## config.mk

```make
export PLATFORM = sky130hd
export DESIGN_NAME = psd_classify
export DESIGN_NICKNAME = d
export VERILOG_FILES = /design/src/hdl/point_segment_distance_squared_core_defines.svh /design/src/hdl/psd_pkg.sv /design/src/hdl/psd_classify.sv
export SDC_FILE = /design/constraint.sdc
export NUM_CORES = 2
export LEC_CHECK = 0
export ABC_AREA = 1
export BUFFER_PORTS_ARGS = -buffer_cell sky130_fd_sc_hd__buf_2
export CAP_MARGIN = 10
export CORE_MARGIN = 2
export CORE_UTILIZATION = 57
export CTS_CLUSTER_SIZE = 30
export DETAILED_ROUTE_END_ITERATION = 16
export PLACE_DENSITY = 0.78
export SYNTH_ARGS = -nofsm -noshare
export SYNTH_HDL_FRONTEND = slang
export SYNTH_SLANG_ARGS = --single-unit
```

## constraint.sdc

```tcl
create_clock -name clock -period 8.6 [get_ports clock]
set_input_delay 2.58 -clock clock [delete_from_list [all_inputs] [get_ports clock]]
set_output_delay 2.58 -clock clock [all_outputs]
set_load 0.005 [all_outputs]
```

## src/hdl/point_segment_distance_squared_core_defines.svh

```systemverilog
// assertion macros shared by the core
`ifndef POINT_SEGMENT_DISTANCE_SQUARED_CORE_DEFINES_SVH
`define POINT_SEGMENT_DISTANCE_SQUARED_CORE_DEFINES_SVH

`ifndef ASSERT_OFF
// same-cycle implication
`define ASSERT_IMPLY(label, clk, rst, ante, cons) \
   label: assert property (@(posedge clk) disable iff (rst) (ante) |-> (cons)) \
      else $error("assertion failed: implication");
// consequent a fixed number of cycles later
`define ASSERT_DELAY(label, clk, rst, ante, dly, cons) \
   label: assert property (@(posedge clk) disable iff (rst) (ante) |-> ##dly (cons)) \
      else $error("assertion failed: delayed implication");
`else
`define ASSERT_IMPLY(label, clk, rst, ante, cons)
`define ASSERT_DELAY(label, clk, rst, ante, dly, cons)
`endif

`endif

```

## src/hdl/psd_pkg.sv

```systemverilog
`default_nettype none

package psd_pkg;

   localparam int COORD_BITS_DEF = 12;
   localparam int FRAC_BITS_DEF = 8;
   localparam int RADIUS_BITS = 12;
   localparam int DIST_BITS = 33;

   localparam logic [RADIUS_BITS-1:0] RADIUS_RESET = 12'd15;
   localparam logic [DIST_BITS-1:0] DIST_MAX = {DIST_BITS{1'b1}};

   // per-transaction control that rides along the divider
   typedef struct packed {
      logic valid;
      logic endpoint;
      logic hit;
   } psd_ctl_type;

endpackage

`default_nettype wire

```

## src/hdl/psd_classify.sv

```systemverilog
`default_nettype none

module psd_classify import psd_pkg::*; #(
   parameter int COORD_BITS = COORD_BITS_DEF
) (
   input  wire logic                            clock,
   input  wire logic                            reset,
   input  wire logic                            in_valid,
   input  wire logic [2*COORD_BITS:0]           len_sq,
   input  wire logic signed [2*COORD_BITS+1:0]  dot,
   input  wire logic signed [2*COORD_BITS+1:0]  cross_prod,
   input  wire logic [2*COORD_BITS:0]           dist_start,
   input  wire logic [2*COORD_BITS:0]           dist_end,
   input  wire logic [2*RADIUS_BITS-1:0]        radius_sq,
   output psd_ctl_type                          ctl,
   output logic [2*COORD_BITS:0]                div_len_sq,
   output logic [4*COORD_BITS+1:0]              cross_sq,
   output logic [2*COORD_BITS:0]                dist_ep
);

   localparam int PW  = 2 * COORD_BITS + 2;
   localparam int LW  = 2 * COORD_BITS + 1;
   localparam int R2W = 2 * RADIUS_BITS;
   localparam int RLW = R2W + LW;
   localparam int CW  = (LW > R2W) ? LW : R2W;
   localparam int HW  = (2 * LW > RLW) ? 2 * LW : RLW;

   // stage d: pick the case
   logic                 near_start, near_end;
   logic signed [PW-1:0] cross_neg;
   logic [LW-1:0]        acr_in, dep_in;
   logic [LW-1:0]        acr_ff, dep_ff, l2d_ff;
   logic                 vd_ff, epd_ff;

   assign near_start = (len_sq == '0) || dot[PW-1];
   assign near_end   = !near_start && (dot > $signed({1'b0, len_sq}));
   assign cross_neg  = -cross_prod;
   assign acr_in     = cross_prod[PW-1] ? cross_neg[LW-1:0] : cross_prod[LW-1:0];
   assign dep_in     = near_start ? dist_start : dist_end;

   always_ff @(posedge clock) begin
      if (reset) begin
         vd_ff <= 1'b0;
      end else begin
         vd_ff <= in_valid;
      end
      epd_ff <= near_start || near_end;
      acr_ff <= acr_in;
      dep_ff <= dep_in;
      l2d_ff <= len_sq;
   end

   // stage e: squares for the perpendicular case, radius compare for the endpoint case
   logic [2*LW-1:0] c2_in;
   logic [RLW-1:0]  rl_in;
   logic            eph_in;
   logic [2*LW-1:0] c2_ff;
   logic [RLW-1:0]  rl_ff;
   logic [LW-1:0]   dep_e_ff, l2e_ff;
   logic            ve_ff, epe_ff, eph_ff;

   assign c2_in  = acr_ff * acr_ff;
   assign rl_in  = RLW'(radius_sq) * RLW'(l2d_ff);
   assign eph_in = CW'(dep_ff) < CW'(radius_sq);

   always_ff @(posedge clock) begin
      if (reset) begin
         ve_ff <= 1'b0;
      end else begin
         ve_ff <= vd_ff;
      end
      epe_ff   <= epd_ff;
      eph_ff   <= eph_in;
      c2_ff    <= c2_in;
      rl_ff    <= rl_in;
      dep_e_ff <= dep_ff;
      l2e_ff   <= l2d_ff;
   end

   // stage f: exact hit test
   // cross^2 / len^2 < r^2 rewritten without the division
   logic            hit_in;
   psd_ctl_type     ctl_ff;
   logic [2*LW-1:0] c2f_ff;
   logic [LW-1:0]   depf_ff, l2f_ff;

   assign hit_in = epe_ff ? eph_ff : (HW'(c2_ff) < HW'(rl_ff));

   always_ff @(posedge clock) begin
      if (reset) begin
         ctl_ff <= '0;
      end else begin
         ctl_ff.valid    <= ve_ff;
         ctl_ff.endpoint <= epe_ff;
         ctl_ff.hit      <= hit_in;
      end
      c2f_ff  <= c2_ff;
      depf_ff <= dep_e_ff;
      l2f_ff  <= l2e_ff;
   end

   assign ctl        = ctl_ff;
   assign div_len_sq = l2f_ff;
   assign cross_sq   = c2f_ff;
   assign dist_ep    = depf_ff;

endmodule

`default_nettype wire

```

== Word-level counts from Yosys, hierarchy flattened ==
Index checks and enable logic that the tools add are counted.
Widths: inputs -> output; s select.
Storage, ports and cells
  latch bits: 0
  input bits: 154
  bits in read-only memories: 0
  memory bits (writable): 0
  output and inout bits: 103
  memories: 0
  register bits after elaboration: 332
  logic and storage cells: 32
Cells by class
  divide/modulo/power cells: 0
  reductions and logical operators: 5
  multipliers: 2
  $add $sub $neg: 1
  bitwise operators: 0
  shift-type cells: 0
  equal/unequal tests: 0
  order comparisons: 3
  mux-type cells: 3
Operator list (number)
  $lt 50x49->1: 1
  $mul 25x25->50: 1
  $mux 25: 2
  $mul 24x25->49: 1
  $gt 26x26->1: 1
  $logic_not 25->1: 1
  $lt 25x24->1: 1
  $neg 25->25: 1
  $logic_or 1x1->1: 2
  $logic_and 1x1->1: 1
  $logic_not 1->1: 1
  $mux 1: 1

== Depth between registers and ports, before layout ==
  depth after elaboration: 5
  gate-level depth with buffers: 30
  mapped depth without buffers: 28

== Worst setup path after synthesis ==
Ideal clock, no wire load.
  path kind: input-to-reg
  start point: input port radius_sq[3]
  end point: register rl_ff[39]
  arrival: 8.055 ns
  setup time: 0.112 ns
  buffers on the path: 2
  data required time: 8.488 ns
  slack: 0.433 ns
  stages on the path: 27
  cells stage by stage: clkbuf_1 clkbuf_1 nand2_1 fa_1 inv_1 fa_1 inv_1 fa_1 inv_1 fa_1 inv_1 fa_1 inv_1 fa_1 inv_1 fa_1 inv_1 ha_1 nand2_1 nor2_2 inv_1 nor2_2 nand4_1 nand3b_1 nand2_1 nand3_1 nand2_1
On the way
  word-level cells in the longest chain between the ends: 1
RTL lines
  from (decl): RTL line psd_classify.sv:14  | input wire logic [2*RADIUS_BITS-1:0] radius_sq,
  $mul 24x25->49: RTL line psd_classify.sv:63  | assign rl_in = RLW'(radius_sq) * RLW'(l2d_ff);
  named net rl_in[39]: RTL line psd_classify.sv:55  | logic [RLW-1:0] rl_in;
  to (signal assigned): RTL line psd_classify.sv:75  | rl_ff <= rl_in;
  to (decl): RTL line psd_classify.sv:58  | logic [RLW-1:0] rl_ff;
The timed path passes the listed nets, and every way through them passes these cells.
A chain may end at the register's enable or synchronous reset.

== Final worst setup path ==
  start point: input port radius_sq[11]
  end point: register rl_ff[45]
Same word-level chain as after synthesis.

==> flow_summary_export.csv <==
group,metric,value,unit
cells_and_area,drive_gt1_frac,0.0682,
drt,finalWirelength,127000,um
cells_and_area,final_nets,8303,
hold_path,hold_class,"reg2reg",
global_route,grt_pass1_vias,41704,
clocking,postCtsResizedCells,0,
timing,min_period_over_period,0.942,
hold_path,min_from,"l2e_ff[2]",
timing,skew,30.8,ps
drt,ant_nets,0,
synth,synth.most_common_cell,"inv_1",
place,pre_cts_ws,0.973,ps
synth,syn_area,51100,sq um
drt,num_vias,39706,
global_route,antenna_found_initial,7,
critical_path,required,9050,ps
critical_path,r2r_slack,1510,ps
synth,seq_area_frac_synth,0.129,
global_route,grt_pass1_wl,210000,um
place,place_congestion,0.938,
drt,post-route-drc-count,0,
global_route,grt_overflow,0,
synth,synth_top_area_frac,0.380,
critical_path,worstReg2RegEnd,"c2_ff[46]",
timing,slew_violations,0,
timing,maxSlewHeadroom,0.132,
clocking,numCtsBuffers,39,
hold_path,min_path_cells,0,
clocking,clock_path_buffers,3,
timing,finalSetupViolCount,0,
clocking,clk_pin_slew_worst_paths,60,ps
synth,synth_area_leaders,"fa_1 (38%), inv_1 (16%), dfxtp_1 (13%)",
synth,ys_ff_latch,330,
critical_path,crit_top_cell,"fa_1",
critical_path,start_kind,"primary input",
synth,yosysTopAreaCell,"fa_1",
drt,drt_iter0_markers,2569,
timing,period_minus_slack,8100,ps
critical_path,cp.arrival,8550,ps
floorplan,std_cell_rows,109,
critical_path,slowest_delay,570,ps
clocking,tritoncts,"yes",
timing,layout_setup_ws,501,ps
critical_path,crit_fanout,16,
synth,yosys-top-cells-count,"inv_1 (2117), nand2_1 (1760), fa_1 (970), ha_1 (461), dfxtp_1 (330)",
hold_path,min_to,"div_len_sq[2]",
critical_path,cp_slowest_cell,"fa_1",
status,status,"finished clean",
floorplan,die_h,303,um
clocking,h-tree-depth,2,
clocking,root_buffer,"clkbuf_16",
critical_path,reg2regPathDepth,23,
critical_path,crit_type,"in2reg",
floorplan,dieArea,92100,sq um
timing,fmax,123,MHz
synth,ys_warn_count,0,
floorplan,start_util,0.576,
drt,wl_per_cell,16.0,um
timing,tns,0,ps
place,portBuffers,255,
cells_and_area,final_core_util,0.620,
synth,synth_nets,8137,
clocking,clkLatencyLatePin,580,ps
critical_path,reg2reg_from,"acr_ff[8]",
clocking,hold_buffers,0,
floorplan,io_pins,257,
timing,worst_slew_pin_slew,1300,ps
drt,viasPerCell,5.01,
floorplan,core,88600,sq um
global_route,grtUsageTotal,0.289,
synth,synth_cell_types,42,
timing,grt_setup_unrepaired,"false",
cells_and_area,area_growth,7.60,%
timing,finalHoldViolCount,0,
global_route,grt_max_degree,28,
synth,synth_ff_type,"dfxtp_1",
place,hpwlAfterDp,107000,um
drt,drt_pass1_iterations,6,
synth,synth-edff-count,0,
job,drv_cap,0,
critical_path,crit_path_end_kind,"register",
synth,synthCells,6552,
synth,avgSynthCellArea,7.80,sq um
synth,async_flop_share,0,
critical_path,crit_path_cell_trace,"buf_2, buf_4, nand2_1, fa_1, fa_1, inv_1, fa_1, fa_1, fa_1, fa_1, inv_1, fa_1, inv_1, ha_1, nand2_1, nor2_1, nand2_1, nor2_1, nand3_1, nand4_1, nand2_1",
clocking,clock-sinks,330,
clocking,postCtsSetupRepairBufs,0,
floorplan,chipWidth,303,um
cell type report:
cell class	instances	area [sq um]
clock inverters	22	269
fillers	7640	33700
well taps	1165	1460
multi-input cells	3894	35800
repair buffers	325	1840
flip-flops and latches	330	6610
clock buffers	49	1060
inverters	2128	7990
diodes	5	12.5
per-layer routing:
metal | share of wire | up-vias | GRT usage
met1 | 0.42 | 19279 | 0.394
met4 | 0.036 | 0 | 0.100
li1 | - | 18686 | -
met3 | 0.076 | 286 | 0.0401
met2 | 0.47 | 1455 | 0.474
met5 | 0 | - | 0
worst max path at each step:
stage          slack (ps)     startpoint  cells after the start         to
5_1_grt               220   radius_sq[6]                     23  rl_ff[45]
3_3_place_gp          -40  radius_sq[11]                     21  rl_ff[45]
4_1_cts               590  radius_sq[11]                     21  rl_ff[45]
6_report              500  radius_sq[11]                     21  rl_ff[45]
3_5_place_dp            1  radius_sq[11]                     21  rl_ff[45]
2_1_floorplan         430   radius_sq[3]                     27  rl_ff[39]
critical path, delay by kind of cell:
kind                       cells  cell delay [ps]
buffers and inverters          5              740
adders and majority gates      8             3920
and+or+nand+nor                8             1280
logic make-up (layout without fill, tap and decap cells):
group / after synthesis / after routing / share of synthesized area
buffers and inverters: 2328 / 2524 / 0.171
xor gates and xnor gates: 89 / 89 / 0.0153
other: 1 / 6 / 0.0000734
and+or+nand+nor: 2193 / 2193 / 0.171
DFF: 330 / 330 / 0.129
AOI/OAI and AO/OA: 180 / 180 / 0.0201
adders and majority gates: 1431 / 1431 / 0.493
per-stage QoR:
stage                     instance area (sq um)  cells  hold WS (ps)
after floorplan                           51100   6552           310
after global placement                    53600   7842           310
after detailed placement                  53600   7842           312
after CTS                                 55000   7913           322
after global routing                      55000   7915           328
final                                     55000   7918           323
flip-flops by register name (all words and copies together) (netlist names), 3 cells and up:
register / cells
acr_ff: 25
c2_ff: 49
cross_sq: 49
ctl: 3
dep_e_ff: 25
dep_ff: 25
dist_ep: 25
div_len_sq: 25
l2d_ff: 25
l2e_ff: 25
rl_ff: 49
placed cells by master (no fill, tap or decap), types with 9 or more instances in the layout:
| cell | netlist | routed |
|---|---|---|
| inv_1 | 2117 | 2117 |
| nand2_1 | 1760 | 1760 |
| fa_1 | 970 | 970 |
| ha_1 | 461 | 461 |
| dfxtp_1 | 330 | 330 |
| buf_2 | 4 | 255 |
| nor2_1 | 208 | 208 |
| a21oi_1 | 104 | 104 |
| nand3_1 | 96 | 96 |
| xor2_1 | 68 | 68 |
| buf_4 | 1 | 67 |
| clkbuf_16 | 0 | 40 |
| nand4_1 | 36 | 36 |
| nor2_2 | 27 | 27 |
| xnor2_1 | 21 | 21 |
| o21ai_0 | 21 | 21 |
| o21bai_1 | 20 | 20 |
| nand2_2 | 12 | 12 |
| nor3_1 | 12 | 12 |
| inv_2 | 11 | 11 |
| nand3b_1 | 10 | 10 |
| nor4_1 | 10 | 10 |
| a21o_1 | 9 | 9 |
Power is left out: the tool's default activity adds up to more than one toggle a clock period on the data nets, which glitch-free logic cannot reach.
