### config.mk
export PLATFORM = sky130hd
export DESIGN_NAME = psd_div
export DESIGN_NICKNAME = d
export VERILOG_FILES = /design/src/hdl/point_segment_distance_squared_core_defines.svh /design/src/hdl/psd_pkg.sv /design/src/hdl/psd_div.sv
export SDC_FILE = /design/constraint.sdc
export NUM_CORES = 2
export LEC_CHECK = 0
export BUFFER_PORTS_ARGS = -buffer_cell sky130_fd_sc_hd__buf_2
export CAP_MARGIN = 15
export CELL_PAD_IN_SITES_DETAIL_PLACEMENT = 0
export CELL_PAD_IN_SITES_GLOBAL_PLACEMENT = 1
export CORE_ASPECT_RATIO = 1.4
export CORE_MARGIN = 4
export CORE_UTILIZATION = 50
export CTS_BUF_LIST = sky130_fd_sc_hd__clkbuf_16
export CTS_CLUSTER_SIZE = 24
export DETAILED_ROUTE_END_ITERATION = 6
export PLACE_DENSITY = 0.86
export SLEW_MARGIN = 20
export SYNTH_ARGS = -nofsm -noshare
export SYNTH_HDL_FRONTEND = slang
export SYNTH_MEMORY_MAX_BITS = 65536
export SYNTH_SLANG_ARGS = --single-unit
### constraint.sdc
create_clock -name clock -period 3.55 [get_ports clock]
set_input_delay 0.1775 -clock clock [delete_from_list [all_inputs] [get_ports clock]]
set_output_delay 0.1775 -clock clock [all_outputs]
set_load 0.05 [all_outputs]
### src/hdl/point_segment_distance_squared_core_defines.svh
// assertion macros shared by the core
`ifndef POINT_SEGMENT_DISTANCE_SQUARED_CORE_DEFINES_SVH
`define POINT_SEGMENT_DISTANCE_SQUARED_CORE_DEFINES_SVH

`ifndef ASSERT_OFF
// same-cycle implication
`define ASSERT_IMPLY(label, clk, rst, ante, cons) \
   label: assert property (@(posedge clk) disable iff (rst) (ante) |-> (cons)) \
      else $error("assertion failed: implication");
// consequent a fixed number of cycles later
`define ASSERT_DELAY(label, clk, rst, ante, dly, cons) \
   label: assert property (@(posedge clk) disable iff (rst) (ante) |-> ##dly (cons)) \
      else $error("assertion failed: delayed implication");
`else
`define ASSERT_IMPLY(label, clk, rst, ante, cons)
`define ASSERT_DELAY(label, clk, rst, ante, dly, cons)
`endif

`endif

### src/hdl/psd_pkg.sv
`default_nettype none

package psd_pkg;

   localparam int COORD_BITS_DEF = 12;
   localparam int FRAC_BITS_DEF = 8;
   localparam int RADIUS_BITS = 12;
   localparam int DIST_BITS = 33;

   localparam logic [RADIUS_BITS-1:0] RADIUS_RESET = 12'd15;
   localparam logic [DIST_BITS-1:0] DIST_MAX = {DIST_BITS{1'b1}};

   // per-transaction control that rides along the divider
   typedef struct packed {
      logic valid;
      logic endpoint;
      logic hit;
   } psd_ctl_type;

endpackage

`default_nettype wire

### src/hdl/psd_div.sv
`default_nettype none

module psd_div import psd_pkg::*; #(
   parameter int COORD_BITS = COORD_BITS_DEF,
   parameter int FRAC_BITS  = FRAC_BITS_DEF
) (
   input  wire logic                       clock,
   input  wire logic                       reset,
   input  wire psd_ctl_type                ctl,
   input  wire logic [2*COORD_BITS:0]      div_len_sq,
   input  wire logic [4*COORD_BITS+1:0]    cross_sq,
   input  wire logic [2*COORD_BITS:0]      dist_ep,
   output logic                            out_valid,
   output logic [DIST_BITS-1:0]            out_dist_sq,
   output logic                            out_hit
);

   localparam int LW = 2 * COORD_BITS + 1;
   localparam int QB = LW + FRAC_BITS;
   localparam int NW = 2 * LW + FRAC_BITS;
   localparam int XW = (QB > DIST_BITS) ? QB : DIST_BITS;
   localparam logic [XW-1:0] DIST_LIMIT = XW'(DIST_MAX);

   logic [NW-1:0] num_full;

   // one quotient bit per stage, restoring
   logic [LW-1:0] rem_ff [0:QB];
   logic [QB-1:0] num_ff [0:QB];
   logic [QB-1:0] quo_ff [0:QB];
   logic [LW-1:0] den_ff [0:QB];
   logic [LW-1:0] dep_ff [0:QB];
   psd_ctl_type   ctl_ff [0:QB];

   assign num_full = NW'(cross_sq) << FRAC_BITS;

   // the quotient fits QB bits, so the top LW numerator bits are already below the divisor
   always_ff @(posedge clock) begin
      if (reset) begin
         ctl_ff[0] <= '0;
      end else begin
         ctl_ff[0] <= ctl;
      end
      rem_ff[0] <= num_full[NW-1 -: LW];
      num_ff[0] <= num_full[QB-1:0];
      quo_ff[0] <= '0;
      den_ff[0] <= div_len_sq;
      dep_ff[0] <= dist_ep;
   end

   for (genvar k = 1; k <= QB; k++) begin : g_step
      logic [LW:0]   trial;
      logic [LW:0]   diff;
      logic          ge;
      logic [LW-1:0] rem_in;

      assign trial  = {rem_ff[k-1], num_ff[k-1][QB-1]};
      assign diff   = trial - {1'b0, den_ff[k-1]};
      assign ge     = trial >= {1'b0, den_ff[k-1]};
      assign rem_in = ge ? diff[LW-1:0] : trial[LW-1:0];

      always_ff @(posedge clock) begin
         if (reset) begin
            ctl_ff[k] <= '0;
         end else begin
            ctl_ff[k] <= ctl_ff[k-1];
         end
         rem_ff[k] <= rem_in;
         num_ff[k] <= num_ff[k-1] << 1;
         quo_ff[k] <= (quo_ff[k-1] << 1) | QB'(ge);
         den_ff[k] <= den_ff[k-1];
         dep_ff[k] <= dep_ff[k-1];
      end
   end

   // output: endpoint or quotient, clamped to the field
   logic [QB-1:0]        dist_sel;
   logic [XW-1:0]        dist_ext;
   logic [DIST_BITS-1:0] dist_in;
   logic                 valid_ff, hit_ff;
   logic [DIST_BITS-1:0] dist_ff;

   assign dist_sel = ctl_ff[QB].endpoint ? (QB'(dep_ff[QB]) << FRAC_BITS) : quo_ff[QB];
   assign dist_ext = XW'(dist_sel);
   assign dist_in  = (dist_ext > DIST_LIMIT) ? DIST_MAX : dist_ext[DIST_BITS-1:0];

   always_ff @(posedge clock) begin
      if (reset) begin
         valid_ff <= 1'b0;
      end else begin
         valid_ff <= ctl_ff[QB].valid;
      end
      hit_ff  <= ctl_ff[QB].hit;
      dist_ff <= dist_in;
   end

   assign out_valid   = valid_ff;
   assign out_dist_sq = dist_ff;
   assign out_hit     = hit_ff;

endmodule

`default_nettype wire

---- Yosys cells after proc, flatten, opt, wreduce, memory -nomap -nowiden ----
Memories as Yosys holds them, arrays and structs flattened.
Cells that the tools add are included.
word-level totals
  flip-flop bits (word level) ............. 35
  bits in writable memories ............... 4,862
  input bits .............................. 105
  output and inout port bits .............. 35
  logic and storage cells ................. 214
  memories kept ........................... 6
memories
  name    depth  width  read ports  clocked after memory_dff  wr ports  RTL line       text
  quo_ff  34     33     34          0                         34        psd_div.sv:29  logic [QB-1:0] quo_ff [0:QB];
  num_ff  34     32     33          0                         34        psd_div.sv:28  logic [QB-1:0] num_ff [0:QB];
  den_ff  34     25     33          0                         34        psd_div.sv:30  logic [LW-1:0] den_ff [0:QB];
  dep_ff  34     25     34          0                         34        psd_div.sv:31  logic [LW-1:0] dep_ff [0:QB];
  rem_ff  34     25     33          0                         34        psd_div.sv:27  logic [LW-1:0] rem_ff [0:QB];
  ctl_ff  34     3      34          0                         34        psd_div.sv:32  psd_ctl_type ctl_ff [0:QB];
cells by class
  add/subtract/negate cells ............... 33
  $lt $le $gt $ge ......................... 34
  muxes and demuxes ....................... 71
  bitwise logic cells ..................... 67
operator list
  operator                count
  $or A33 B1 Y33          33
  $ge A26 B25 Y1          33
  $mux W25                33
  $sub A25 B25 Y25        33
  $mux W3                 34
  $or A1 B1 Y1            34
  $gt A33 B33 Y1 const B  1
  $mux W33                1
  $mux W1                 3

---- Depth between registers and ports, before layout ----
  depth in word-level cells ............... 3
  gate-level depth with buffers ........... 16
  gate-level depth less buffers ........... 14

---- Least setup slack after synthesis ----
OpenSTA, ideal clock, no wires.
  path type ............................... flip-flop to flip-flop
  start ................................... mem num_ff[7][31] (netlist name)
  end ..................................... mem rem_ff[8][22] (netlist name)
  library setup time ...................... 123 ps
  data arrival time ....................... 3,031 ps
  required time ........................... 3,427 ps
  path slack .............................. 396 ps
  cell stages (with the launch flop) ...... 16
  buffers on the path ..................... 2
  period minus slack after synthesis ...... 3,154 ps
  cell sequence ........................... dfxtp_1 -> inv_1 -> ha_1 -> inv_1 -> fa_1 -> a211oi_1 -> o21ai_0 -> nand2_1 -> o21ai_1 -> o41ai_4 -> a221oi_2 -> o21ai_2 -> and2_1 -> buf_4 -> buf_4 -> mux2_1
RTL lines
  item             RTL line
  start, declared  psd_div.sv:28
  end, declared    psd_div.sv:27

==> impl_metrics.tcl <==
set metrics [dict create \
    setup_viol 0 \
    syn_nets 12160 \
    status "finished with violations" \
    r2r-start "den_ff[9][0]$_DFF_P_" \
    min_from "dist_ep[3]" \
    cts_buffer_depth 4 \
    cp_max_fo 10 \
    slew_headroom 0.4460 \
    irDropWorstVdd_uv 595.6 \
    cts_tree "built" \
    min_period_ns 3.429 \
    area_delta_synth_final_pct 14.97 \
    vias 78800 \
    drt_iter0_drc 4433 \
    drcViolationCount 1 \
    start_util 0.5033 \
    hold_depth 2 \
    via_per_inst 5.120 \
    fin_setup_tns_ns 0 \
    grt_pass1_vias 79630 \
    cp.arrival_ns 4.19 \
    cts_made_buffers 323 \
    rsz0062_at_grt "true" \
    p_per_area_nw_per_um2 1033 \
    std_cell_rows 214 \
    grt_pass1_wl_microns 419900 \
    hold_viol 0 \
    cts.clk_slew.worst_paths_ns 0.06 \
    hold_end "dep_ff[0][3]$_DFF_P_" \
    async_flop_share 0 \
    synthTopCellsByArea "dfxtp_1, ha_1, inv_1, mux2_2, a21oi_1" \
    max_freq_mhz 291.7 \
    worst_pin_slew_ns 0.8101 \
    drive_gt1_frac 0.1099 \
    place.gp.congestion 0.9198 \
    r2r_cells 13 \
    io_pins 140 \
    track_usage 0.2065 \
    fin_nets 12840 \
    n_fill_cell 20460 \
    root_buffer "clkbuf_16" \
    port_buffers 139 \
    synth.avg_cell_area_sq_um 10.92 \
    worstSetupPathType "reg -> reg" \
    antenna_left 0 \
    final_common_cell "dfxtp_1" \
    final_util 0.5787 \
    yosys.cell_types.count 110 \
    firstDrtPassIters 7 \
    p_leak_nw 63.20 \
    synth_area_sq_um 122400 \
    drv_cap 0 \
    wl_per_cell_microns 17.31 \
    grt_max_degree 63 \
    synth_ff_type "dfxtp_1" \
    antenna_found_initial 19 \
    final.period_utilization 0.9658 \
    die-area_sq_um 252800 \
    insertion_delay_ns 0.88 \
    die_x_microns 426.1 \
    hpwl_microns 201900 \
    synth-seq-area-share 0.5763 \
    fin_area_sq_um 140700 \
    hold_class "in -> reg" \
    yosysTopAreaCellShare 0.5763 \
    wirelength_microns 266400 \
    setup.worst_path.end_class "register" \
    cp_data_required_time_ns 4.31 \
    regToRegSetupSlack_ns 0.12 \
    synthCells 11200 \
    cts_sinks 3523 \
    grt_overflow 0 \
    final_cell_mix "dfxtp_1, inv_1, ha_1, a21oi_1, nor2_1" \
    yosys_warnings 0 \
    placed_area_sq_um 128000 \
    critPathLaunchType "register" \
    drv_slew 0 \
    synth_seq_cells 3523 \
    r2r-end "rem_ff[10][23]$_DFF_P_" \
    htreeDepth 5 \
    violations "DRC" \
    finalClockSkew_ns 0.04567 \
    core_sq_um 243100 \
    yosys.area.top_type "dfxtp_1" \
    synth_edf_count 0 \
    die_y_microns 593.4 \
]
-- final cells by class --
| cell class | count | area, sq um | area share |
|---|---|---|---|
| Timing Repair Buffer | 538 | 4496 | 0.03195 |
| Multi-Input combinational cell | 6440 | 47230 | 0.3357 |
| Clock buffer | 329 | 8233 | 0.05852 |
| Inverter | 1051 | 3948 | 0.02806 |
| Antenna cell | 17 | 42.54 | 0.0003024 |
| Tap cell | 3240 | 4054 | 0.02881 |
| Sequential cell | 3523 | 70530 | 0.5013 |
| Clock inverter | 253 | 2163 | 0.01538 |
-- per-stage QoR --
stage / power [mW] / cells / hold slack (ns) / setup slack [ns]
after floorplan: 96.06 / 11200 / 0.2052 / 0.3956
after global placement: 110.5 / 14580 / 0.2793 / -0.08812
after detailed placement: 111.4 / 14590 / 0.2811 / -0.1123
after CTS: 146.3 / 15370 / 0.01248 / 0.005874
after global routing: 155.0 / 15390 / 0.004964 / -0.01790
final: 145.4 / 15390 / 0.03810 / 0.1213
-- metal layers --
metal	track usage	vias up	wire, microns
li1	-	39640	-
met1	0.2399	36970	109100
met2	0.3780	1595	135000
met3	0.03056	593	10850
met4	0.08603	2	11410
met5	0	-	13
-- cell families after synthesis --
logic type | share of synthesized area
flops | 0.5763
compound gates | 0.1286
simple gates | 0.08403
buf+inv | 0.03970
fa+ha+maj | 0.08949
xor+xnor | 0.04509
mux | 0.03676
-- synth_stat cells, types with 14 or more instances --
| cell | instances |
|---|---|
| o211ai_1 | 44 |
| a31o_2 | 16 |
| nor2b_1 | 198 |
| mux2_2 | 337 |
| and2_1 | 30 |
| or3_1 | 42 |
| a2111oi_0 | 19 |
| xnor2_1 | 391 |
| o21a_1 | 137 |
| nor4_1 | 30 |
| a31oi_1 | 64 |
| inv_1 | 1048 |
| ha_1 | 824 |
| o21ai_1 | 18 |
| a211oi_1 | 86 |
| o31ai_1 | 62 |
| xor2_1 | 239 |
| a21o_1 | 311 |
| dfxtp_1 | 3523 |
| o21ai_0 | 529 |
| buf_4 | 17 |
| or4_1 | 16 |
| o211a_1 | 14 |
| nand2b_1 | 101 |
| o31a_1 | 36 |
| nand2_1 | 555 |
| a21oi_1 | 740 |
| o21bai_1 | 93 |
| nand3_1 | 134 |
| buf_2 | 43 |
| nor3_1 | 150 |
| nor3b_1 | 15 |
| nor2_1 | 587 |
| clkbuf_1 | 113 |
| mux2i_1 | 32 |
| and3_1 | 52 |
| a21boi_0 | 16 |
| mux2_4 | 24 |
| fa_1 | 32 |
| o22ai_1 | 19 |
| nand4_1 | 128 |
| a211o_1 | 23 |
| o41ai_1 | 15 |
| or2_2 | 33 |
-- worst max path at each step --
| stage | start | end | slack [ns] | depth (start not counted) |
|---|---|---|---|---|
| 2_1_floorplan | num_ff[7][31]$_DFF_P_ | rem_ff[8][22]$_DFF_P_ | 0.40 | 15 |
| 3_3_place_gp | den_ff[9][0]$_DFF_P_ | rem_ff[10][3]$_DFF_P_ | -0.09 | 12 |
| 3_5_place_dp | den_ff[9][0]$_DFF_P_ | rem_ff[10][3]$_DFF_P_ | -0.11 | 12 |
| 4_1_cts | den_ff[9][0]$_DFF_P_ | rem_ff[10][9]$_DFF_P_ | 0.006 | 13 |
| 5_1_grt | num_ff[18][31]$_DFF_P_ | rem_ff[19][14]$_DFF_P_ | -0.02 | 15 |
| 6_report | den_ff[9][0]$_DFF_P_ | rem_ff[10][23]$_DFF_P_ | 0.12 | 13 |
-- flip-flops by register name (all words and copies together) (netlist names) --
register,flops
rem_ff,825
out_hit,1
quo_ff,561
num_ff,325
out_dist_sq,33
out_valid,1
ctl_ff,102
den_ff,825
dep_ff,850
-- where the power goes --
group | switching [mW] | total, mW | internal [mW]
registers | 5.06 | 54.3 | 49.3
logic | 30.9 | 57.3 | 26.4
clock network | 14.7 | 33.8 | 19.1
total | 50.6 | 145 | 94.8
-- critical path: stages, from the launching register on --
cell	delay (ns)
dfxtp_2	0.41
ha_1	0.19
inv_1	0.05
fa_1	0.40
a21o_1	0.21
and2_1	0.15
o31ai_1	0.29
a21oi_1	0.18
a41o_1	0.33
o41ai_4	0.28
buf_4	0.19
o21ai_4	0.15
buf_12	0.18
mux2_2	0.28
-- what timing repair did --
action,4_1_cts,5_1_grt
hold endpoints to repair,203,0
setup buffers,4,0
gates cloned,1,0
gates resized for setup,2,30
pin swaps,2,3
hold buffers,202,0
setup endpoints to repair,10,185
No activity file was read; power rests on OpenSTA's default activity.
