### config.mk
export PLATFORM = sky130hd
export DESIGN_NAME = psd_geom
export DESIGN_NICKNAME = d
export VERILOG_FILES = /design/src/hdl/point_segment_distance_squared_core_defines.svh /design/src/hdl/psd_pkg.sv /design/src/hdl/psd_geom.sv
export SDC_FILE = /design/constraint.sdc
export NUM_CORES = 2
export LEC_CHECK = 0
export ABC_AREA = 1
export BUFFER_PORTS_ARGS = -buffer_cell sky130_fd_sc_hd__buf_2
export CAP_MARGIN = 20
export CORE_MARGIN = 5
export CORE_UTILIZATION = 56
export CTS_BUF_LIST = sky130_fd_sc_hd__clkbuf_8
export CTS_CLUSTER_DIAMETER = 30
export DETAILED_ROUTE_END_ITERATION = 8
export HOLD_SLACK_MARGIN = 0.1
export PLACE_DENSITY_LB_ADDON = 0.15
export SETUP_SLACK_MARGIN = 0.2
export SLEW_MARGIN = 10
export SYNTH_ARGS = -nofsm -noshare
export SYNTH_HDL_FRONTEND = slang
export SYNTH_SLANG_ARGS = --single-unit
### constraint.sdc
create_clock -name clock -period 5.2 [get_ports clock]
set_input_delay 0.52 -clock clock [delete_from_list [all_inputs] [get_ports clock]]
set_output_delay 0.52 -clock clock [all_outputs]
set_load 0.01 [all_outputs]
### src/hdl/point_segment_distance_squared_core_defines.svh
// assertion macros shared by the core
`ifndef POINT_SEGMENT_DISTANCE_SQUARED_CORE_DEFINES_SVH
`define POINT_SEGMENT_DISTANCE_SQUARED_CORE_DEFINES_SVH

`ifndef ASSERT_OFF
// same-cycle implication
`define ASSERT_IMPLY(label, clk, rst, ante, cons) \
   label: assert property (@(posedge clk) disable iff (rst) (ante) |-> (cons)) \
      else $error("assertion failed: implication");
// consequent a fixed number of cycles later
`define ASSERT_DELAY(label, clk, rst, ante, dly, cons) \
   label: assert property (@(posedge clk) disable iff (rst) (ante) |-> ##dly (cons)) \
      else $error("assertion failed: delayed implication");
`else
`define ASSERT_IMPLY(label, clk, rst, ante, cons)
`define ASSERT_DELAY(label, clk, rst, ante, dly, cons)
`endif

`endif

### src/hdl/psd_pkg.sv
`default_nettype none

package psd_pkg;

   localparam int COORD_BITS_DEF = 12;
   localparam int FRAC_BITS_DEF = 8;
   localparam int RADIUS_BITS = 12;
   localparam int DIST_BITS = 33;

   localparam logic [RADIUS_BITS-1:0] RADIUS_RESET = 12'd15;
   localparam logic [DIST_BITS-1:0] DIST_MAX = {DIST_BITS{1'b1}};

   // per-transaction control that rides along the divider
   typedef struct packed {
      logic valid;
      logic endpoint;
      logic hit;
   } psd_ctl_type;

endpackage

`default_nettype wire

### src/hdl/psd_geom.sv
`default_nettype none

module psd_geom import psd_pkg::*; #(
   parameter int COORD_BITS = COORD_BITS_DEF
) (
   input  wire logic                            clock,
   input  wire logic                            reset,
   input  wire logic                            in_valid,
   input  wire logic [COORD_BITS-1:0]           start_x,
   input  wire logic [COORD_BITS-1:0]           start_y,
   input  wire logic [COORD_BITS-1:0]           end_x,
   input  wire logic [COORD_BITS-1:0]           end_y,
   input  wire logic [COORD_BITS-1:0]           point_x,
   input  wire logic [COORD_BITS-1:0]           point_y,
   output logic                                 out_valid,
   output logic [2*COORD_BITS:0]                len_sq,
   output logic signed [2*COORD_BITS+1:0]       dot,
   output logic signed [2*COORD_BITS+1:0]       cross_prod,
   output logic [2*COORD_BITS:0]                dist_start,
   output logic [2*COORD_BITS:0]                dist_end
);

   localparam int DW = COORD_BITS + 1;
   localparam int PW = 2 * COORD_BITS + 2;
   localparam int LW = 2 * COORD_BITS + 1;

   // stage a: coordinate differences
   logic signed [DW-1:0] wx_in, wy_in, qx_in, qy_in, ux_in, uy_in;
   logic signed [DW-1:0] wx_ff, wy_ff, qx_ff, qy_ff, ux_ff, uy_ff;
   logic                 va_ff;

   assign wx_in = $signed({1'b0, end_x}) - $signed({1'b0, start_x});
   assign wy_in = $signed({1'b0, end_y}) - $signed({1'b0, start_y});
   assign qx_in = $signed({1'b0, point_x}) - $signed({1'b0, start_x});
   assign qy_in = $signed({1'b0, point_y}) - $signed({1'b0, start_y});
   assign ux_in = $signed({1'b0, point_x}) - $signed({1'b0, end_x});
   assign uy_in = $signed({1'b0, point_y}) - $signed({1'b0, end_y});

   always_ff @(posedge clock) begin
      if (reset) begin
         va_ff <= 1'b0;
      end else begin
         va_ff <= in_valid;
      end
      wx_ff <= wx_in;
      wy_ff <= wy_in;
      qx_ff <= qx_in;
      qy_ff <= qy_in;
      ux_ff <= ux_in;
      uy_ff <= uy_in;
   end

   // stage b: products
   logic signed [PW-1:0] wxwx_in, wywy_in, qxwx_in, qywy_in, qxwy_in;
   logic signed [PW-1:0] qywx_in, qxqx_in, qyqy_in, uxux_in, uyuy_in;
   logic signed [PW-1:0] wxwx_ff, wywy_ff, qxwx_ff, qywy_ff, qxwy_ff;
   logic signed [PW-1:0] qywx_ff, qxqx_ff, qyqy_ff, uxux_ff, uyuy_ff;
   logic                 vb_ff;

   assign wxwx_in = wx_ff * wx_ff;
   assign wywy_in = wy_ff * wy_ff;
   assign qxwx_in = qx_ff * wx_ff;
   assign qywy_in = qy_ff * wy_ff;
   assign qxwy_in = qx_ff * wy_ff;
   assign qywx_in = qy_ff * wx_ff;
   assign qxqx_in = qx_ff * qx_ff;
   assign qyqy_in = qy_ff * qy_ff;
   assign uxux_in = ux_ff * ux_ff;
   assign uyuy_in = uy_ff * uy_ff;

   always_ff @(posedge clock) begin
      if (reset) begin
         vb_ff <= 1'b0;
      end else begin
         vb_ff <= va_ff;
      end
      wxwx_ff <= wxwx_in;
      wywy_ff <= wywy_in;
      qxwx_ff <= qxwx_in;
      qywy_ff <= qywy_in;
      qxwy_ff <= qxwy_in;
      qywx_ff <= qywx_in;
      qxqx_ff <= qxqx_in;
      qyqy_ff <= qyqy_in;
      uxux_ff <= uxux_in;
      uyuy_ff <= uyuy_in;
   end

   // stage c: sums
   logic [PW-1:0]        l2_sum, ds_sum, de_sum;
   logic [LW-1:0]        l2_in, ds_in, de_in;
   logic signed [PW-1:0] dot_in, cross_in;
   logic [LW-1:0]        l2_ff, ds_ff, de_ff;
   logic signed [PW-1:0] dot_ff, cross_ff;
   logic                 vc_ff;

   assign l2_sum   = wxwx_ff + wywy_ff;
   assign ds_sum   = qxqx_ff + qyqy_ff;
   assign de_sum   = uxux_ff + uyuy_ff;
   assign l2_in    = l2_sum[LW-1:0];
   assign ds_in    = ds_sum[LW-1:0];
   assign de_in    = de_sum[LW-1:0];
   assign dot_in   = qxwx_ff + qywy_ff;
   assign cross_in = qxwy_ff - qywx_ff;

   always_ff @(posedge clock) begin
      if (reset) begin
         vc_ff <= 1'b0;
      end else begin
         vc_ff <= vb_ff;
      end
      l2_ff    <= l2_in;
      ds_ff    <= ds_in;
      de_ff    <= de_in;
      dot_ff   <= dot_in;
      cross_ff <= cross_in;
   end

   assign out_valid  = vc_ff;
   assign len_sq     = l2_ff;
   assign dot        = dot_ff;
   assign cross_prod = cross_ff;
   assign dist_start = ds_ff;
   assign dist_end   = de_ff;

endmodule

`default_nettype wire

; ---- After elaboration in Yosys (flattened, before gate mapping)
; Index checks and enable logic that the tools add are counted.
; W data, S select, Z words.
[word_totals]
in_bits = 75
mem_bits_rw = 0
mem_count = 0
latch_bits = 0
elab_cells = 45
reg_bits = 462
rom_bits = 0
[op_classes]
n_lt_le_gt_ge = 0
n_reduce_logical = 0
n_mul = 10
n_div = 0
shift = 0
n_bitwise = 0
n_mux = 0
addsub = 11
n_eq_ne = 0
[op_table]
columns = cell, n
row1 = $mul A13 B13 Y25, 6
row2 = $mul A13 B13 Y26, 4
row3 = $sub A12 B12 Y13, 6
row4 = $add A25 B25 Y25, 3
row5 = $add A26 B26 Y26, 1
row6 = $sub A26 B26 Y26, 1

; ---- Longest topological paths before layout
[depth]
word_depth = 1
mapped_depth = 26
depth_no_buf = 24

; ---- Worst setup path before layout
; No wires, ideal clock.
[synth_timing]
kind = flip-flop to flip-flop
startpoint = reg wx_ff[12]
endpoint = reg wxwx_ff[24]
stages_incl_launch_ff = 25
required_ns = 5.087
path_buffers = 2
arrival_time_ns = 5.432
path_slack_ns = -0.345
setup_time_ns = 0.113
path_cell_list = dfxtp_1 clkbuf_1 clkbuf_1 nand2_1 fa_1 inv_1 fa_1 inv_1 fa_1 inv_1 fa_1 inv_1 fa_1 inv_1 ha_1 ha_1 nand2_1 inv_1 nand2_1 nor3_1 nand3_1 nand3_1 inv_1 nand2_1 nand2_1
[synth_between]
elab_chain_len = 1
[synth_rtl]
columns = element, line
row1 = "start, declared", psd_geom.sv:29  ; logic signed [DW-1:0] wx_ff, wy_ff, qx_ff, qy_ff, ux_ff, uy_ff;
row2 = "start signal, assigned", psd_geom.sv:45  ; wx_ff <= wx_in;
row3 = $mul A13 B13 Y25, psd_geom.sv:60  ; assign wxwx_in = wx_ff * wx_ff;
row4 = net wxwx_in[24], psd_geom.sv:54  ; logic signed [PW-1:0] wxwx_in, wywy_in, qxwx_in, qywy_in, qxwy_in;
row5 = "end signal, assigned", psd_geom.sv:77  ; wxwx_ff <= wxwx_in;
row6 = "end, declared", psd_geom.sv:56  ; logic signed [PW-1:0] wxwx_ff, wywy_ff, qxwx_ff, qywy_ff, qxwy_ff;
; The timed path passes the listed nets, and every way through them passes these cells.
; A chain may end at the register's enable or synchronous reset.

; ---- Final worst setup path
[layout_timing]
startpoint = reg qx_ff[12]
endpoint = reg qxqx_ff[24]
[layout_between]
elab_chain_len = 1
[layout_rtl]
columns = element, line
row1 = "start, declared", psd_geom.sv:29
row2 = "start signal, assigned", psd_geom.sv:47  ; qx_ff <= qx_in;
row3 = $mul A13 B13 Y25, psd_geom.sv:66  ; assign qxqx_in = qx_ff * qx_ff;
row4 = net qxqx_in[24], psd_geom.sv:55  ; logic signed [PW-1:0] qywx_in, qxqx_in, qyqy_in, uxux_in, uyuy_in;
row5 = "end signal, assigned", psd_geom.sv:83  ; qxqx_ff <= qxqx_in;
row6 = "end, declared", psd_geom.sv:57  ; logic signed [PW-1:0] qywx_ff, qxqx_ff, qyqy_ff, uxux_ff, uyuy_ff;
; The timed path passes the listed nets, and every way through them passes these cells.

==> results.md <==
* Mapped Cells at 10400
* Footprint of the multi-input gates at 69800 sq um
* Yosys reg bits at 456
* Worst hold start: end_y[11]
* Via/cell ratio at 5.29
* Largest net degree at the start of global routing at 38
* CP Launch Point: qx_ff[12]
* Global-route wire length before repair at 381000 microns
* GRT met2 Usage at 52.8%
* Total of max-cap violations at 0
* Maximum clock insertion buffer count at 3
* Die width at 394 microns
* Area of the core at 146000 sq um
* Outcome: complete, but fails checks
* Post-route insts no fill at 13500
* Actual slew at the worst max-slew pin at 0.868 ns
* Endpoints failing hold at 0
* IO Count at 203
* DIE AREA at 155000 sq um
* Share of cells above drive strength 1 at 24.9%
* Setup Crit Path Kind: reg2reg
* Met1 Use GR at 37.7%
* Starting Density at 56.5%
* Unique masters post-synth at 49
* Clk slew on worst S/H paths at 0.06 ns
* Setup WS post-layout at -0.0760 ns
* Number of flops mapped to enable cells by yosys at 0
* DR WL/cell at 18.7 microns
* Clk sinks at 456
* Worst path required time at 5.96 ns
* Synthesized Nets at 12800
* Synthesized cell area at 82400 sq um
* Die Ht at 394 microns
* Synth Warn # at 0
* Grt ovf at 0
* Layout Nets at 13900
* # setup viols final at 8
* Commonest non-fill, non-tap cell in the layout: inv_1
* Total routing usage reported by global routing at 30.4%
* Finished Core Util at 72.9%
* Post-route DRC at 0
* H-tree depth at 3
* R2r startpoint: qx_ff[12]
* Most frequent cells in the layout: 2533 x inv_1, 2065 x nand2_1, 1368 x fa_1
* Clock latency on the worst-skew pair at 0.87 ns
* Routed wire length at 253000 microns
* DR iter-0 viols at 4569
* RSZ-0062 raised after global routing: true
* Syn Area/Cell at 7.95 sq um
* Post-layout min period at 5.28 ns
* Final period util at 101%
* Sequential share of the synthesized area at 11.1%
* Hold Path Class: in2reg
* Dominant synthesized flop cell: dfxtp_1
* FMAX at 0.190 GHz
* Met3 GRT Util at 4.67%
* CP arrival at 6.03 ns
* Slew margin rel. at 41.7%
* Layout area overhead at 29.0%
* Peak-usage layer in the global routing report: met2
* Initial antenna violation count at 6
* Fill cell total of the finished layout at 10600
* Setup crit start kind: flip-flop
* RD Place Congestion at 0.976
* CTS Buf Count at 120
* Worst Setup End Kind: flip-flop
* Failing checks: negative setup slack
* Final Skew at 0.0645 ns
* Via Count at 71500
* # rows at 140
* Crit path max fanout at 5
* Max-slew violation count at 0
* Post-synth ARST share at 0%
* CTS tree: yes
* DP Cell Count at 12900
* Storage cell area at 9360 sq um
* Hold Slack at 0.189 ns
* Vias in the first global route at 73800
* CTS root buf: clkbuf_8
* Final ANT Viol Nets at 0
* First-pass iteration count of the detailed router at 9
* Port Buffers at 202
* DP HPWL at 188000 microns
==> worst paths after layout <==
kind,depth (start not counted),slack (ns),to
min,4,0.19,uy_ff[11]
max reg2reg,24,-0.08,qxqx_ff[24]
min reg2reg,2,0.41,out_valid
max,24,-0.08,qxqx_ff[24]
==> metal layers <==
| layer | vias to the layer above | part of all wire [%] |
|---|---|---|
| met1 | 35100 | 38 |
| li1 | 33100 | - |
| met3 | 848 | 6.8 |
| met4 | 8 | 5.8 |
| met5 | - | 0.017 |
| met2 | 2526 | 49 |
==> state kept, by name, summed over array words and instances (netlist names), 25 cells and up <==
signal      count
qywy_ff        26
qxwx_ff        26
dot            26
qywx_ff        26
cross_prod     26
len_sq         25
dist_end       25
dist_start     25
qxwy_ff        26
==> layout make-up <==
class	instances	share of cell area, %
clock buffer	135	1.75
clock inverter	90	0.877
antenna	1	0.00235
timing repair buffer	1255	11.0
tap	1917	2.26
sequential	456	8.81
inverter	2704	9.61
multi-input combinational	6963	65.7
==> worst max-delay path, cell delays in order, from the launching register on <==
cell,delay (ns)
dfxtp_4,0.35
buf_12,0.13
buf_8,0.11
buf_6,0.12
nand2_1,0.08
inv_2,0.07
fa_1,0.49
buf_6,0.15
fa_1,0.54
inv_2,0.04
fa_1,0.54
inv_1,0.06
fa_1,0.54
inv_2,0.04
fa_1,0.52
inv_2,0.05
ha_4,0.25
ha_4,0.30
nand2_4,0.08
buf_6,0.13
nor3_4,0.17
nand4_1,0.16
nand3_1,0.12
nand2_1,0.05
nand2_1,0.05
==> what timing repair did <==
| action | 4_1_cts | 5_1_grt |
|---|---|---|
| setup endpoints to repair | 143 | 154 |
| setup buffers | 130 | 220 |
| pin swaps | 181 | 738 |
| hold endpoints to repair | 44 | 0 |
| hold buffers | 40 | 0 |
| resized for setup | 500 | 1487 |
| gates cloned | 13 | 19 |
==> stage by stage <==
| stage | setup slack (ns) | TNS [ns] | cell area [sq um] |
|---|---|---|---|
| floorplan | 0.164 | 0 | 82800 |
| global placement | -0.173 | -0.908 | 90700 |
| detailed placement | -0.222 | -2.71 | 90700 |
| finish | -0.0760 | -0.266 | 106000 |
| global route | -0.281 | -2.95 | 106000 |
| CTS | 0.0569 | 0 | 98000 |
==> kinds of logic after synthesis <==
| group | share of synthesized area (%) |
|---|---|
| fa+ha+maj | 49.3 |
| buf+inv | 13.4 |
| flops | 11.1 |
| xor+xnor | 3.71 |
| compound gates | 5.00 |
| simple gates | 17.5 |
==> cell usage after synthesis, types with 11 or more instances <==
library cell     n  share of area (%)
a31oi_1         16               0.12
nor3_1          57               0.35
nand4_1        132                1.0
a21oi_1        397                2.4
dfxtp_1        456                 11
buf_2           11              0.067
nand3_1        302                1.8
o21ai_0        197                1.2
fa_1          1480                 36
o21a_1          11               0.10
nor2_1         493                2.2
buf_1           59               0.27
xor2_1         242                2.6
nand3b_1        28               0.25
inv_1         2700                 12
o21bai_1        38               0.35
ha_1           881                 13
nand2_1       2388                 11
nor2_2          12              0.091
a21o_1          39               0.36
clkbuf_1       174               0.79
and2_1          12              0.091
nand2_2         34               0.26
or2_2           14               0.11
xnor2_1        107                1.1
Power is not shown: default switching activity piles up to over one toggle a cycle in this logic, so the estimate is an artifact.
